--- config.mk ---
export PLATFORM = sky130hd
export DESIGN_NAME = tc_ctrl
export DESIGN_NICKNAME = d
export VERILOG_FILES = /design/src/hw/rtl/tc_pkg.sv /design/src/hw/rtl/tc_ctrl.sv
export SDC_FILE = /design/constraint.sdc
export NUM_CORES = 1
export LEC_CHECK = 0
export BUFFER_PORTS_ARGS = -buffer_cell sky130_fd_sc_hd__buf_4
export CORE_MARGIN = 4
export CORE_UTILIZATION = 30
export DETAILED_ROUTE_END_ITERATION = 10
export SETUP_SLACK_MARGIN = 0.05
export SLEW_MARGIN = 40
export SYNTH_ARGS = -nofsm -noshare
export SYNTH_HDL_FRONTEND = slang
export SYNTH_SLANG_ARGS = --single-unit
--- constraint.sdc ---
create_clock -name clk -period 2.3 [get_ports clk]
set_clock_uncertainty 0.05 [all_clocks]
set_input_delay 0.46 -clock clk [delete_from_list [all_inputs] [get_ports clk]]
set_output_delay 0.46 -clock clk [all_outputs]
set_load 0.02 [all_outputs]
--- src/hw/rtl/tc_pkg.sv ---
// ----------------------------------------------------------------------------
// tc_pkg: shared types and constants of the triangle counter
// Field widths, command and status structs between controller and datapath,
// controller state encoding and the row population count.
// ----------------------------------------------------------------------------
package tc_pkg;

  localparam int NODE_W   = 6;
  localparam int CFG_W    = 7;
  localparam int COUNT_W  = 16;
  localparam int ROW_MAX  = 1 << NODE_W;
  localparam int PCNT_W   = NODE_W + 1;

  localparam logic [CFG_W-1:0]   NODE_COUNT_RST = 7'd64;
  localparam logic [COUNT_W-1:0] COUNT_SAT      = 16'hFFFF;

  localparam logic ACT_EDGE   = 1'b0;
  localparam logic ACT_FINISH = 1'b1;

  typedef enum logic [7:0] {
    ST_CLEAR  = 8'b0000_0001,
    ST_IDLE   = 8'b0000_0010,
    ST_WR2    = 8'b0000_0100,
    ST_READ_I = 8'b0000_1000,
    ST_SCAN   = 8'b0001_0000,
    ST_DRAIN1 = 8'b0010_0000,
    ST_DRAIN2 = 8'b0100_0000,
    ST_EMIT   = 8'b1000_0000
  } tc_state_t;

  typedef enum logic [1:0] {
    WR_NONE   = 2'd0,
    WR_CLEAR  = 2'd1,
    WR_EDGE_A = 2'd2,
    WR_EDGE_B = 2'd3
  } wr_op_t;

  typedef enum logic [1:0] {
    RD_NONE = 2'd0,
    RD_ROWI = 2'd1,
    RD_ROWJ = 2'd2
  } rd_op_t;

  typedef struct packed {
    wr_op_t            wr_op;
    rd_op_t            rd_op;
    logic [NODE_W-1:0] addr;
    logic              clr_total;
    logic              load_out;
  } tc_cmd_t;

  typedef struct packed {
    logic edge_ok;
  } tc_status_t;

  function automatic logic [PCNT_W-1:0] popcount_row(input logic [ROW_MAX-1:0] v);
    logic [PCNT_W-1:0] n;
    n = '0;
    for (int k = 0; k < ROW_MAX; k++) begin
      n = n + PCNT_W'(v[k]);
    end
    return n;
  endfunction

endpackage

--- src/hw/rtl/tc_ctrl.sv ---
// ----------------------------------------------------------------------------
// tc_ctrl: sequencer of the triangle counter
// Clears the matrix, stores edges, walks pivot and neighbor rows for the
// count, and owns the result valid flag.
// ----------------------------------------------------------------------------
module tc_ctrl #(
  parameter int SPAN = 64
) (
  input  logic               clk,
  input  logic               rst_n,
  input  logic               in_valid,
  input  logic               in_action,
  output logic               in_ready,
  output logic               out_valid,
  input  logic               out_ready,
  input  tc_pkg::tc_status_t status,
  output tc_pkg::tc_cmd_t    cmd
);
  import tc_pkg::*;

  localparam int SPAN_W = $clog2(SPAN);

  tc_state_t         state_r;
  tc_state_t         state_nxt;
  logic [SPAN_W-1:0] i_r;
  logic [SPAN_W-1:0] i_nxt;
  logic [SPAN_W-1:0] j_r;
  logic [SPAN_W-1:0] j_nxt;
  logic              out_valid_r;
  logic              out_valid_nxt;
  logic              accept;

  assign in_ready  = (state_r == ST_IDLE);
  assign accept    = in_valid && in_ready;
  assign out_valid = out_valid_r;

  always_comb begin
    state_nxt     = state_r;
    i_nxt         = i_r;
    j_nxt         = j_r;
    out_valid_nxt = out_valid_r && !out_ready;
    cmd           = '0;
    cmd.wr_op     = WR_NONE;
    cmd.rd_op     = RD_NONE;
    case (state_r)
      ST_CLEAR: begin
        cmd.wr_op = WR_CLEAR;
        cmd.addr  = NODE_W'(i_r);
        if (i_r == SPAN_W'(SPAN - 1)) begin
          i_nxt     = '0;
          state_nxt = ST_IDLE;
        end else begin
          i_nxt = i_r + SPAN_W'(1);
        end
      end
      ST_IDLE: begin
        if (accept) begin
          if (in_action == ACT_EDGE) begin
            if (status.edge_ok) begin
              cmd.wr_op = WR_EDGE_A;
              state_nxt = ST_WR2;
            end
          end else begin
            cmd.clr_total = 1'b1;
            i_nxt         = '0;
            state_nxt     = ST_READ_I;
          end
        end
      end
      ST_WR2: begin
        cmd.wr_op = WR_EDGE_B;
        state_nxt = ST_IDLE;
      end
      ST_READ_I: begin
        cmd.rd_op = RD_ROWI;
        cmd.addr  = NODE_W'(i_r);
        j_nxt     = i_r + SPAN_W'(1);
        state_nxt = ST_SCAN;
      end
      ST_SCAN: begin
        cmd.rd_op = RD_ROWJ;
        cmd.addr  = NODE_W'(j_r);
        if (j_r == SPAN_W'(SPAN - 2)) begin
          if (i_r == SPAN_W'(SPAN - 3)) begin
            state_nxt = ST_DRAIN1;
          end else begin
            i_nxt     = i_r + SPAN_W'(1);
            state_nxt = ST_READ_I;
          end
        end else begin
          j_nxt = j_r + SPAN_W'(1);
        end
      end
      ST_DRAIN1: begin
        state_nxt = ST_DRAIN2;
      end
      ST_DRAIN2: begin
        state_nxt = ST_EMIT;
      end
      ST_EMIT: begin
        if (!out_valid_r || out_ready) begin
          cmd.load_out  = 1'b1;
          out_valid_nxt = 1'b1;
          i_nxt         = '0;
          state_nxt     = ST_CLEAR;
        end
      end
      default: begin
        i_nxt     = '0;
        state_nxt = ST_CLEAR;
      end
    endcase
  end

  always_ff @(posedge clk) begin
    if (!rst_n) begin
      state_r     <= ST_CLEAR;
      i_r         <= '0;
      j_r         <= '0;
      out_valid_r <= 1'b0;
    end else begin
      state_r     <= state_nxt;
      i_r         <= i_nxt;
      j_r         <= j_nxt;
      out_valid_r <= out_valid_nxt;
    end
  end

endmodule

After elaboration in Yosys (flattened, before gate mapping)
Index checks and enable logic that the tools add are counted.

storage, ports and cells
  register bits = 21
  input port bits = 6
  output and inout bits = 14
  logic and storage cells = 67

cells by class
  add/subtract/negate cells = 2
  eq/ne operators = 19
  muxes and demuxes = 30
  bitwise operators = 1
  reduce and logical (&&, ||, !) cells = 11

operators with widths
  operator               count
  $pmux W8 S8            1
  $mux W6                8
  $mux W8                6
  $pmux W6 S5            1
  $pmux W6 S2            2
  $eq A6 B6 Y1 const B   3
  $add A6 B1 Y6 const B  2
  $ne A2 B2 Y1 const B   6
  $eq A8 B1 Y1 const B   1
  $eq A8 B2 Y1 const B   1
  $eq A8 B3 Y1 const B   1
  $eq A8 B4 Y1 const B   1
  $eq A8 B5 Y1 const B   1
  $eq A8 B6 Y1 const B   1
  $eq A8 B7 Y1 const B   1
  $eq A8 B8 Y1 const B   1
  $mux W1                7
  $mux W2                3
  $pmux W2 S3            1
  $reduce_and A6 Y1      1
  $reduce_and A5 Y1      1
  $pmux W2 S2            1
  $reduce_or A4 Y1       1
  $ne A3 B2 Y1 const B   1
  other kinds (8)        10

Longest topological paths before layout
Gate-level depths: netlist of run 1.

  depth after elaboration = 4
  mapped depth = 8
  mapped depth without buffers = 7

Worst setup path before layout of run 1
No wires, ideal clock.

  path kind = flip-flop to output port
  start point = reg state_r[6]
  end point = out cmd[2] in the netlist's numbering
  data arrival time = 1.624 ns
  required time = 1.790 ns
  slack = 0.166 ns
  stages on the path, launching flop included = 5
  path buffers = 1
  path through = dfxtp_1 nor4_4 nand3_4 clkbuf_1 o21ai_0

RTL lines
  item                    RTL line        text
  start, declared         tc_ctrl.sv:23   tc_state_t state_r;
  start signal, assigned  tc_ctrl.sv:122  state_r <= state_nxt;
  end, declared           tc_ctrl.sv:17   output tc_pkg::tc_cmd_t cmd

==> out/metrics.yaml, run 1 <==
run_status:
  outcome: "finished clean"
logic_synthesis:
  netlist-cell-type-count: 47
  yosys-top-cells-area: "dfxtp_1 (29%), a21oi_1 (4.8%), nand2_1 (4.7%), nor2_1 (3.6%), ha_1 (3.4%)"
  syn-num-nets: 191
  synth-seq-cells: 21
  yosysWarnings: 0
  synthCells: 181
  synth_top_area_frac: 0.289
  ys_seq_area_frac: 0.289
  synth_area_per_cell_sq_um: 8.03
  synth_top_cell_by_area: "dfxtp_1"
  syn_area_sq_um: 1450
grt:
  grt_busiest_layer: "met2"
  grt_max_degree: 16
  grt_util_met2: 0.214
  grt.overflow.total: 0
  grt_pass1_wl_mm: 6.67
  grtUsageMet3: 0.0197
  first_global_vias: 1301
  met1_usage: 0.186
  grt_usage: 0.135
  antenna_found_initial: 0
routing:
  vias_per_cell: 5.51
  drt_iter0_drc: 61
  wire_per_inst_microns: 15.4
  vias: 1481
  drt-total-wl_mm: 4.15
  drc_errors: 0
  dr.pass1.iters: 4
  final_antenna_net_count: 0
clocking:
  numCtsBuffers: 3
  cts.clk_slew.worst_paths_ns: 0.09
  cts.sinks: 21
  clockBufferDepth: 2
  htree_levels: 1
  clkLatencyLatePin_ns: 0.27
  cts-root-buf: "clkbuf_8"
  cts_tree: "yes"
layout:
  synthToLayoutAreaGrowth_pct: 27.6
  fin_nets: 226
  drive_gt1_frac: 0.307
  fin_area_sq_um: 1850
  antennaDiodeCount: 0
  fin_cells: 269
min_path:
  min_path_type: "input pin to register"
setup_path:
  crit_chain: "nor4_4, nand4b_1, o21ai_0, buf_4"
  path_class: "register to output port"
  crit_path_start_kind: "register"
  required_ns: 1.79
  max_stage_delay_ns: 0.39
  cpLargestDelayFamily: "simple AND/OR/NAND/NOR gates"
  crit_arrival_ns: 1.68
  cp_max_fo: 7
  endpoint_kind: "output port"
  crit_path_top_delay_cell: "dfxtp_2"
  path_buf_inv: 1
timing:
  tightest_slew_ns: 0.513
  rsz0062_at_grt: "true"
  drv_slew: 0
  setup_viol: 0
  clock.fmax_mhz: 457
  relSlewSlack: 0.658
  min_period_over_period: 0.952
  layout_min_cycle_time_ns: 2.19
  timing.hold.ws_ns: 0.433
  finalSetupTns_ns: 0
  hold_viol: 0
place:
  port_buffers: 19
  place.gp.congestion: 0.852
  dp_cells: 255
  dp_hpwl_mm: 2.99
  placed_cell_area_sq_um: 1690
pwr:
  clkPwrFrac: 0.195
  power_density_nw_per_um2: 708
  p_leak_nw: 0.727
  power.internal_mw: 0.809
  p_total_mw: 1.31
  combinationalPowerShare: 0.457
  seqPwrFrac: 0.348
  ir_drop_mv: 0.287
  sw_frac_of_total: 0.384
  switchingPower_mw: 0.503
run:
  drv_cap: 0
floorplanning:
  start_util: 0.310
  die_w_microns: 77.6
  rows: 25
  fp.dieH_microns: 77.6
  coreArea_sq_um: 4690
  dieArea_sq_um: 6020
  io_pins: 20
==> per-layer routing <==
layer	share of wire	wire, microns
met1	0.49	2040
met2	0.47	1940
met3	0.030	123
met4	0.011	47
met5	0	0
==> metrics by stage <==
stage / utilization / worst slack (ns)
after floorplan: - / 0.166
after global placement: 0.359 / 0.209
after detailed placement: 0.359 / 0.169
after CTS: 0.379 / 0.0475
after global routing: 0.395 / 0.0322
final: 0.395 / 0.111
==> kinds of logic after synthesis <==
kind of cell	count (synthesis)	synth area share
compound gates	53	0.259
mux	1	0.00689
simple gates	84	0.339
buf+inv	14	0.0465
xor+xnor	4	0.0241
fa+ha+maj	4	0.0345
flops	21	0.289
==> power by group through the flow <==
stage               clock, mW  combinational [mW]  sequential [mW]
global placement            0               0.524            0.463
global route            0.274               0.657            0.463
detailed placement          0               0.517            0.463
finish                  0.256               0.599            0.457
CTS                     0.259               0.537            0.457
floorplan                   0               0.398            0.438
==> final timing paths <==
check                           cells past startpoint         end  slack [ns]       start
worst min-delay path                                2  state_r[7]        0.43       rst_n
worst max register to register                      6      i_r[4]        0.19      i_r[0]
worst min register to register                      2      j_r[5]        0.47      j_r[5]
worst max-delay path                                4     cmd[11]        0.11  state_r[6]
==> state kept, by name (all words and copies together), names as in the netlist <==
signal,count
j_r,6
out_valid,1
state_r,8
i_r,6
==> cell usage after synthesis, drive strengths merged <==
master,instances
nand2,18
a31oi,1
xor2,2
o41ai,1
o22ai,1
a21oi,14
nor3b,3
mux2i,1
nand4,4
nor2b,4
o2111ai,3
and3,4
clkbuf,3
buf,5
and2,2
nor4,4
or4,4
a22oi,1
nor3,7
o21ai,16
o21a,2
nand3,9
ha,4
a22o,5
o32ai,1
nand4b,4
a211oi,2
dfxtp,21
or3,2
nor2,15
inv,6
o31a,3
nand2b,3
a211o,1
xnor2,2
a31o,1
o311ai,1
nand3b,1
==> final cells by class <==
| class | instances | area (sq um) |
|---|---|---|
| inverters | 6 | 27.5 |
| multi-input cells | 146 | 995 |
| fillers | 493 | 2840 |
| flip-flops and latches | 21 | 432 |
| clock buffers | 3 | 41.3 |
| repair buffers | 38 | 285 |
| clock inverters | 1 | 5.00 |
| well taps | 54 | 67.6 |
==> layout by cell type, fill, tap and decap left out, types with 2 or more instances in the layout <==
master      n
buf_4      38
nand2_1    17
dfxtp_1    16
a21oi_1    14
nor2_1     13
o21ai_0    10
nand3_1     7
inv_1       5
nor3_1      5
a22o_1      5
o21ai_1     5
and3_1      4
nand4_1     4
nand4b_1    4
or4_1       4
ha_1        4
nand2b_1    3
o2111ai_2   3
o31a_1      3
clkbuf_8    3
dfxtp_2     3
nor2b_1     2
nor4_4      2
nor3_2      2
xnor2_1     2
nor2b_2     2
nor3b_1     2
xor2_1      2
or3_1       2
and2_1      2
o21a_1      2
a211oi_1    2
nor4_1      2
dfxtp_4     2
==> timing repair <==
action,in CTS,in global routing
endpoints found under the hold margin,0,0
pin swaps,3,5
endpoints found under the setup margin,7,20
resized for setup,5,12
hold buffers,0,0
setup buffers,4,6
(Power assumes the default switching activity.)
==> inputs of run 2 (changes only) <==
- CORE_UTILIZATION: 30 -> 35
==> run 2 against run 1 <==
Wire length fell by 1.8%. Register-to-register slack got worse by 0.03 ns. Highest routed layer unchanged. Flip-flop and latch count did not move. Sequential share of layout area rose by 0.29 points. Via count rose by 0.34%. Die area fell by 13%. Clock power fell by 3%. Power fell by 4.4%. Final cell count fell by 2.6%. Cell area fell by 1.2%.
==> out/metrics.yaml, run 2 (same netlist as run 1, synthesis figures left out) <==
pwr:
  power_density_nw_per_um2: 686  # was 708 nW/um^2
  p_leak_nw: 0.706  # was 0.727 nW
  ir_drop_mv: 0.275  # was 0.287 mV
place:
  port_buffers: 19  # unchanged
  place_ws_ns: 0.200  # was 0.169 ns
  dp_hpwl_mm: 2.93  # was 2.99 mm
  place.gp.congestion: 0.857  # was 0.852
floorplanning:
  fp.dieH_microns: 72.4  # was 77.6 microns
  die_w_microns: 72.4  # was 77.6 microns
  dieArea_sq_um: 5250  # was 6020 sq um
  io_pins: 20  # unchanged
  coreArea_sq_um: 4000  # was 4690 sq um
  rows: 23  # was 25
  start_util: 0.363  # was 0.310
layout:
  ff_latch_area_sq_um: 432  # unchanged
  synthToLayoutAreaGrowth_pct: 26.0  # was 27.6%
  antennaDiodeCount: 0  # unchanged
  drive_gt1_frac: 0.297  # was 0.307
  multi_input_area_sq_um: 1000  # was 995 sq um
  fin_nets: 223  # was 226
  regMostFlops: "state_r"  # unchanged
  largest_register_ffs: 8  # unchanged
  n_fill_cell: 402  # was 493
  final_common_cell: "buf_4"  # unchanged
  final_cell_mix: "buf_4 (34), nand2_1 (17), dfxtp_1 (16)"  # was buf_4 (38), nand2_1 (17), dfxtp_1 (16)
  largestRegisters: "state_r: 8 flops, i_r: 6 flops, j_r: 6 flops"  # unchanged
clocking:
  cts-root-buf: "clkbuf_8"  # unchanged
  cts_tree: "yes"  # unchanged
  numCtsBuffers: 3  # unchanged
  clkLatencyLatePin_ns: 0.26  # was 0.27 ns
  cts.sinks: 21  # unchanged
  clockBufferDepth: 2  # unchanged
  htree_levels: 1  # unchanged
  cts.clk_slew.worst_paths_ns: 0.08  # was 0.09 ns
  ctsHoldBuffers: 0  # unchanged
setup_path:
  max_stage_delay_ns: 0.39  # about the same
  r2r_slack_ns: 0.16  # was 0.19 ns
  crit_path_start_kind: "register"  # unchanged
  crit_path_top_delay_cell: "nor4_4"  # was dfxtp_2
  crit_arrival_ns: 1.69  # was 1.68 ns
  cp_max_fo: 6  # was 7
  r2r_cells: 7  # was 6
  r2r-end: "state_r[3]"  # was i_r[4]
  path_buf_inv: 2  # was 1
  rr_startpoint: "state_r[4]"  # was i_r[0]
  required_ns: 1.79  # about the same
  crit_chain: "nor4_4, buf_4, and3_4, and3_4, buf_6"  # was nor4_4, nand4b_1, o21ai_0, buf_4
  path_class: "register to output port"  # unchanged
  crit_top_cell: "and3_4"
  endpoint_kind: "output port"  # unchanged
  cpLargestDelayFamily: "simple AND/OR/NAND/NOR gates"  # unchanged
timing:
  clock.fmax_mhz: 454  # was 457 MHz
  final.setup.worst_slack_ns: 0.0958  # was 0.111 ns
  layout_min_cycle_time_ns: 2.20  # was 2.19 ns
  drv_slew: 0  # unchanged
  finalSetupTns_ns: 0  # unchanged
  timing.hold.ws_ns: 0.442  # was 0.433 ns
  min_period_over_period: 0.958  # was 0.952
  tightest_slew_ns: 0.554  # was 0.513 ns
  setup_viol: 0  # unchanged
  relSlewSlack: 0.631  # was 0.658
  rsz0062_at_grt: "true"  # unchanged
  hold_viol: 0  # unchanged
min_path:
  min-delay-start: "rst_n"  # unchanged
  min_to: "i_r[2]"  # was state_r[7]
  min_delay_path_depth: 2  # unchanged
  min_path_type: "input pin to register"  # unchanged
grt:
  grt.overflow.total: 0  # unchanged
  first_global_vias: 1403  # was 1,301
  antenna_found_initial: 0  # unchanged
  grt_max_degree: 16  # unchanged
  grt_pass1_wl_mm: 6.82  # was 6.67 mm
  grt_usage: 0.164  # was 0.135
routing:
  final_antenna_net_count: 0  # unchanged
  drt-total-wl_mm: 4.07  # was 4.15 mm
  drc_errors: 0  # unchanged
  wire_per_inst_microns: 15.5  # was 15.4 microns
  drt_iter0_drc: 92  # was 61
  vias_per_cell: 5.67  # was 5.51
  vias: 1486  # was 1,481
  dr.pass1.iters: 4  # unchanged
run:
  drv_cap: 0  # unchanged
run_status:
  outcome: "finished clean"  # unchanged
run 2: changes by cell type in the layout (fill, tap and decap cells not counted), sizes merged:
cell / previous run / this run
clkbuf: 3 / 4
clkinv: 1 / 0
buf: 38 / 35
run 2: what timing repair did:
item	4_1_cts	5_1_grt
gates resized for setup	8	11
buffers inserted	5	3
pin swaps	3	3
setup endpoints to repair	9	13
run 2: metal layers:
layer  vias up  wire length (microns)  global-route usage
met1       707                   1910               0.223
li1        739                      -                   -
met2        38                   1960               0.266
met4         0                     46              0.0471
met3         2                    158              0.0291
met5         -                      0                   0
run 2: cell type report:
cell class                      instances  share of cell area
Clock buffer                            4              0.0246
Inverter                                6              0.0137
Sequential cell                        21               0.236
Tap cell                               50              0.0342
Timing Repair Buffer                   35               0.146
Multi-Input combinational cell        146               0.546
run 2: how the worst max path moves through the flow:
stage          startpoint      to  slack, ns  cells past startpoint
6_report       state_r[3]  cmd[1]        0.1                      5
4_1_cts        state_r[0]  cmd[1]       0.06                      5
3_3_place_gp   state_r[1]  cmd[2]       0.17                      6
2_1_floorplan  state_r[6]  cmd[2]       0.17                      4
5_1_grt        state_r[3]  cmd[2]       0.01                      5
3_5_place_dp   state_r[1]  cmd[2]       0.20                      6
run 2: worst register-to-register path, stage by stage (launching register included):
cell      delay (ns)
dfxtp_4         0.38
nor4_4          0.34
buf_4           0.18
nand4b_1        0.11
buf_4           0.16
o22ai_2         0.45
or3_1           0.27
nor2_1          0.07
run 2: stage by stage:
stage | total power, mW | utilization | instance area, sq um | cells
6_report | 1.25 | 0.458 | 1830 | 262
5_1_grt | 1.35 | 0.458 | 1830 | 262
2_1_floorplan | 0.836 | - | 1450 | 181
4_1_cts | 1.25 | 0.444 | 1780 | 259
3_3_place_gp | 0.971 | 0.418 | 1670 | 250
3_5_place_dp | 0.966 | 0.418 | 1670 | 250
run 2: power by group:
group	internal, mW	leakage (nW)	total [mW]	switching, mW
clock	0.124	0.0228	0.248	0.125
combinational	0.251	0.510	0.535	0.284
sequential	0.395	0.173	0.472	0.0767
total	0.770	0.706	1.25	0.485
==> inputs of run 3 (changes only) <==
- CORE_UTILIZATION: 35 -> 57
- PLACE_DENSITY: default -> 0.79
==> run 3 against run 2 <==
Setup slack got worse by 0.039 ns. Wire length fell by 0.25%. Register-to-register slack got worse by 0.02 ns. Sequential power barely moved. Worst hold slack got worse by 0.059 ns. Final cell count fell by 8.8%. Non-clock buffer count fell by 3. Cell area fell by 1.5%.
==> out/metrics.yaml, run 3 (same netlist as run 1, synthesis figures left out) <==
run_status:
  outcome: "finished clean"  # unchanged
layout:
  fin_cells: 239  # was 262
  fin_area_sq_um: 1800  # was 1830 sq um
  final_cell_mix: "buf_4 (27), nand2_1 (17), dfxtp_1 (15)"  # was buf_4 (34), nand2_1 (17), dfxtp_1 (16)
  synthToLayoutAreaGrowth_pct: 24.1  # was 26.0%
  multi_input_area_sq_um: 1010  # was 1000 sq um
  ff_latch_area_sq_um: 435  # was 432 sq um
  regMostFlops: "state_r"  # unchanged
  final_common_cell: "buf_4"  # unchanged
  antennaDiodeCount: 0  # unchanged
  fin_nets: 220  # was 223
  n_fill_cell: 185  # was 402
  largestRegisters: "state_r: 8 flops, i_r: 6 flops, j_r: 6 flops"  # unchanged
  drive_gt1_frac: 0.292  # was 0.297
  largest_register_ffs: 8  # unchanged
grt:
  first_global_vias: 1387  # was 1,403
  grt_pass1_wl_mm: 6.80  # was 6.82 mm
  grt.overflow.total: 0  # unchanged
  grt_max_degree: 16  # unchanged
  grt_usage: 0.258  # was 0.164
  antenna_found_initial: 0  # unchanged
place:
  dp_cells: 226  # was 250
  dp_hpwl_mm: 2.92  # was 2.93 mm
  place_ws_ns: 0.177  # was 0.200 ns
  placed_cell_area_sq_um: 1620  # was 1670 sq um
  port_buffers: 19  # unchanged
  place.gp.congestion: 1.02  # was 0.857
timing:
  tightest_slew_ns: 0.452  # was 0.554 ns
  setup_viol: 0  # unchanged
  rsz0062_at_grt: "true"  # unchanged
  layout_min_cycle_time_ns: 2.24  # was 2.20 ns
  min_period_over_period: 0.975  # was 0.958
  relSlewSlack: 0.699  # was 0.631
  final.setup.worst_slack_ns: 0.0568  # was 0.0958 ns
  clock.fmax_mhz: 446  # was 454 MHz
  drv_slew: 0  # unchanged
  hold_viol: 0  # unchanged
clocking:
  cts_tree: "yes"  # unchanged
  cts.clk_slew.worst_paths_ns: 0.13  # was 0.08 ns
  clkLatencyLatePin_ns: 0.31  # was 0.26 ns
  cts.sinks: 21  # unchanged
  clockBufferDepth: 2  # unchanged
  ctsHoldBuffers: 0  # unchanged
  htree_levels: 1  # unchanged
  cts-root-buf: "clkbuf_4"  # was clkbuf_8
  numCtsBuffers: 3  # unchanged
setup_path:
  crit_path_start_kind: "register"  # unchanged
  cp_max_fo: 7  # was 6
  crit_arrival_ns: 1.73  # was 1.69 ns
  endpoint_kind: "output port"  # unchanged
  path_class: "register to output port"  # unchanged
  required_ns: 1.79  # about the same
floorplanning:
  coreArea_sq_um: 2450  # was 4000 sq um
  die_w_microns: 58.5  # was 72.4 microns
  rows: 18  # was 23
  start_util: 0.592  # was 0.363
  fp.dieH_microns: 58.5  # was 72.4 microns
  io_pins: 20  # unchanged
  dieArea_sq_um: 3420  # was 5250 sq um
routing:
  wl_met1_mm: 1.72  # was 1.91 mm
  final_antenna_net_count: 0  # unchanged
  drt_iter0_drc: 98  # was 92
  dr.pass1.iters: 4  # unchanged
  drc_errors: 0  # unchanged
  wl_met3_microns: 316  # was 158 microns
  wire_per_inst_microns: 17.0  # was 15.5 microns
  wl_met2_mm: 1.93  # was 1.96 mm
  vias: 1549  # was 1,486
  routed.top_layer: "met4"  # unchanged
  drt-total-wl_mm: 4.06  # was 4.07 mm
  vias_per_cell: 6.48  # was 5.67
run:
  drv_cap: 0  # unchanged
pwr:
  ir_drop_mv: 0.540  # was 0.275 mV
  p_leak_nw: 0.692  # was 0.706 nW
  power_density_nw_per_um2: 680  # was 686 nW/um^2
min_path:
  min_path_type: "input pin to register"  # unchanged
run 3: cell types whose count changed in the layout (fill, tap and decap cells not counted), moves of 3 or more:
cell / change
buf_4: -7
buf_6: +4
clkbuf_4: +3
clkbuf_8: -3
run 3: final timing paths:
kind / start / endpoint / slack, ns / cells past startpoint
setup / recovery: state_r[4] / cmd[0] / 0.06 / 5
hold / removal: rst_n / state_r[7] / 0.38 / 2
setup reg to reg: j_r[3] / i_r[1] / 0.14 / 5
hold reg to reg: j_r[5] / j_r[5] / 0.48 / 2
run 3: worst max-delay path, cell delays in order, from the launching register on:
cell	delay, ns
dfxtp_4	0.40
nor4_4	0.33
buf_4	0.17
nand4b_1	0.21
nor2b_1	0.17
buf_4	0.15
run 3: layout make-up:
class,instances,share of cell area
Inverter,6,0.0194
Tap cell,30,0.0208
Sequential cell,21,0.241
Multi-Input combinational cell,146,0.559
Clock buffer,3,0.0125
Clock inverter,1,0.00278
Timing Repair Buffer,32,0.144
run 3: what timing repair did:
| action | 4_1_cts | 5_1_grt |
|---|---|---|
| pin swaps | 5 | 8 |
| resized for setup | 10 | 19 |
| endpoints found under the setup margin | 10 | 21 |
| buffers inserted | 5 | 4 |
run 3: report_power, final:
| part | internal, mW | leakage, nW | total [mW] | switching [mW] |
|---|---|---|---|---|
| clock | 0.0650 | 0.0177 | 0.184 | 0.119 |
| combinational | 0.262 | 0.501 | 0.568 | 0.306 |
| sequential | 0.399 | 0.173 | 0.473 | 0.0738 |
| total | 0.727 | 0.692 | 1.23 | 0.499 |
run 3: metal layers:
layer / vias up / GRT usage
met5: - / 0
met4: 0 / 0.0861
met3: 15 / 0.0746
met2: 66 / 0.408
met1: 724 / 0.335
li1: 744 / -
run 3: metrics by stage:
step	hold slack (ns)	util	setup TNS (ns)	total power, mW
detailed placement	0.463	0.659	0	0.972
floorplan	0.431	-	0	0.836
CTS	0.373	0.696	0	1.18
finish	0.384	0.734	0	1.23
global route	0.380	0.734	-0.0442	1.29
global placement	0.464	0.659	0	0.966
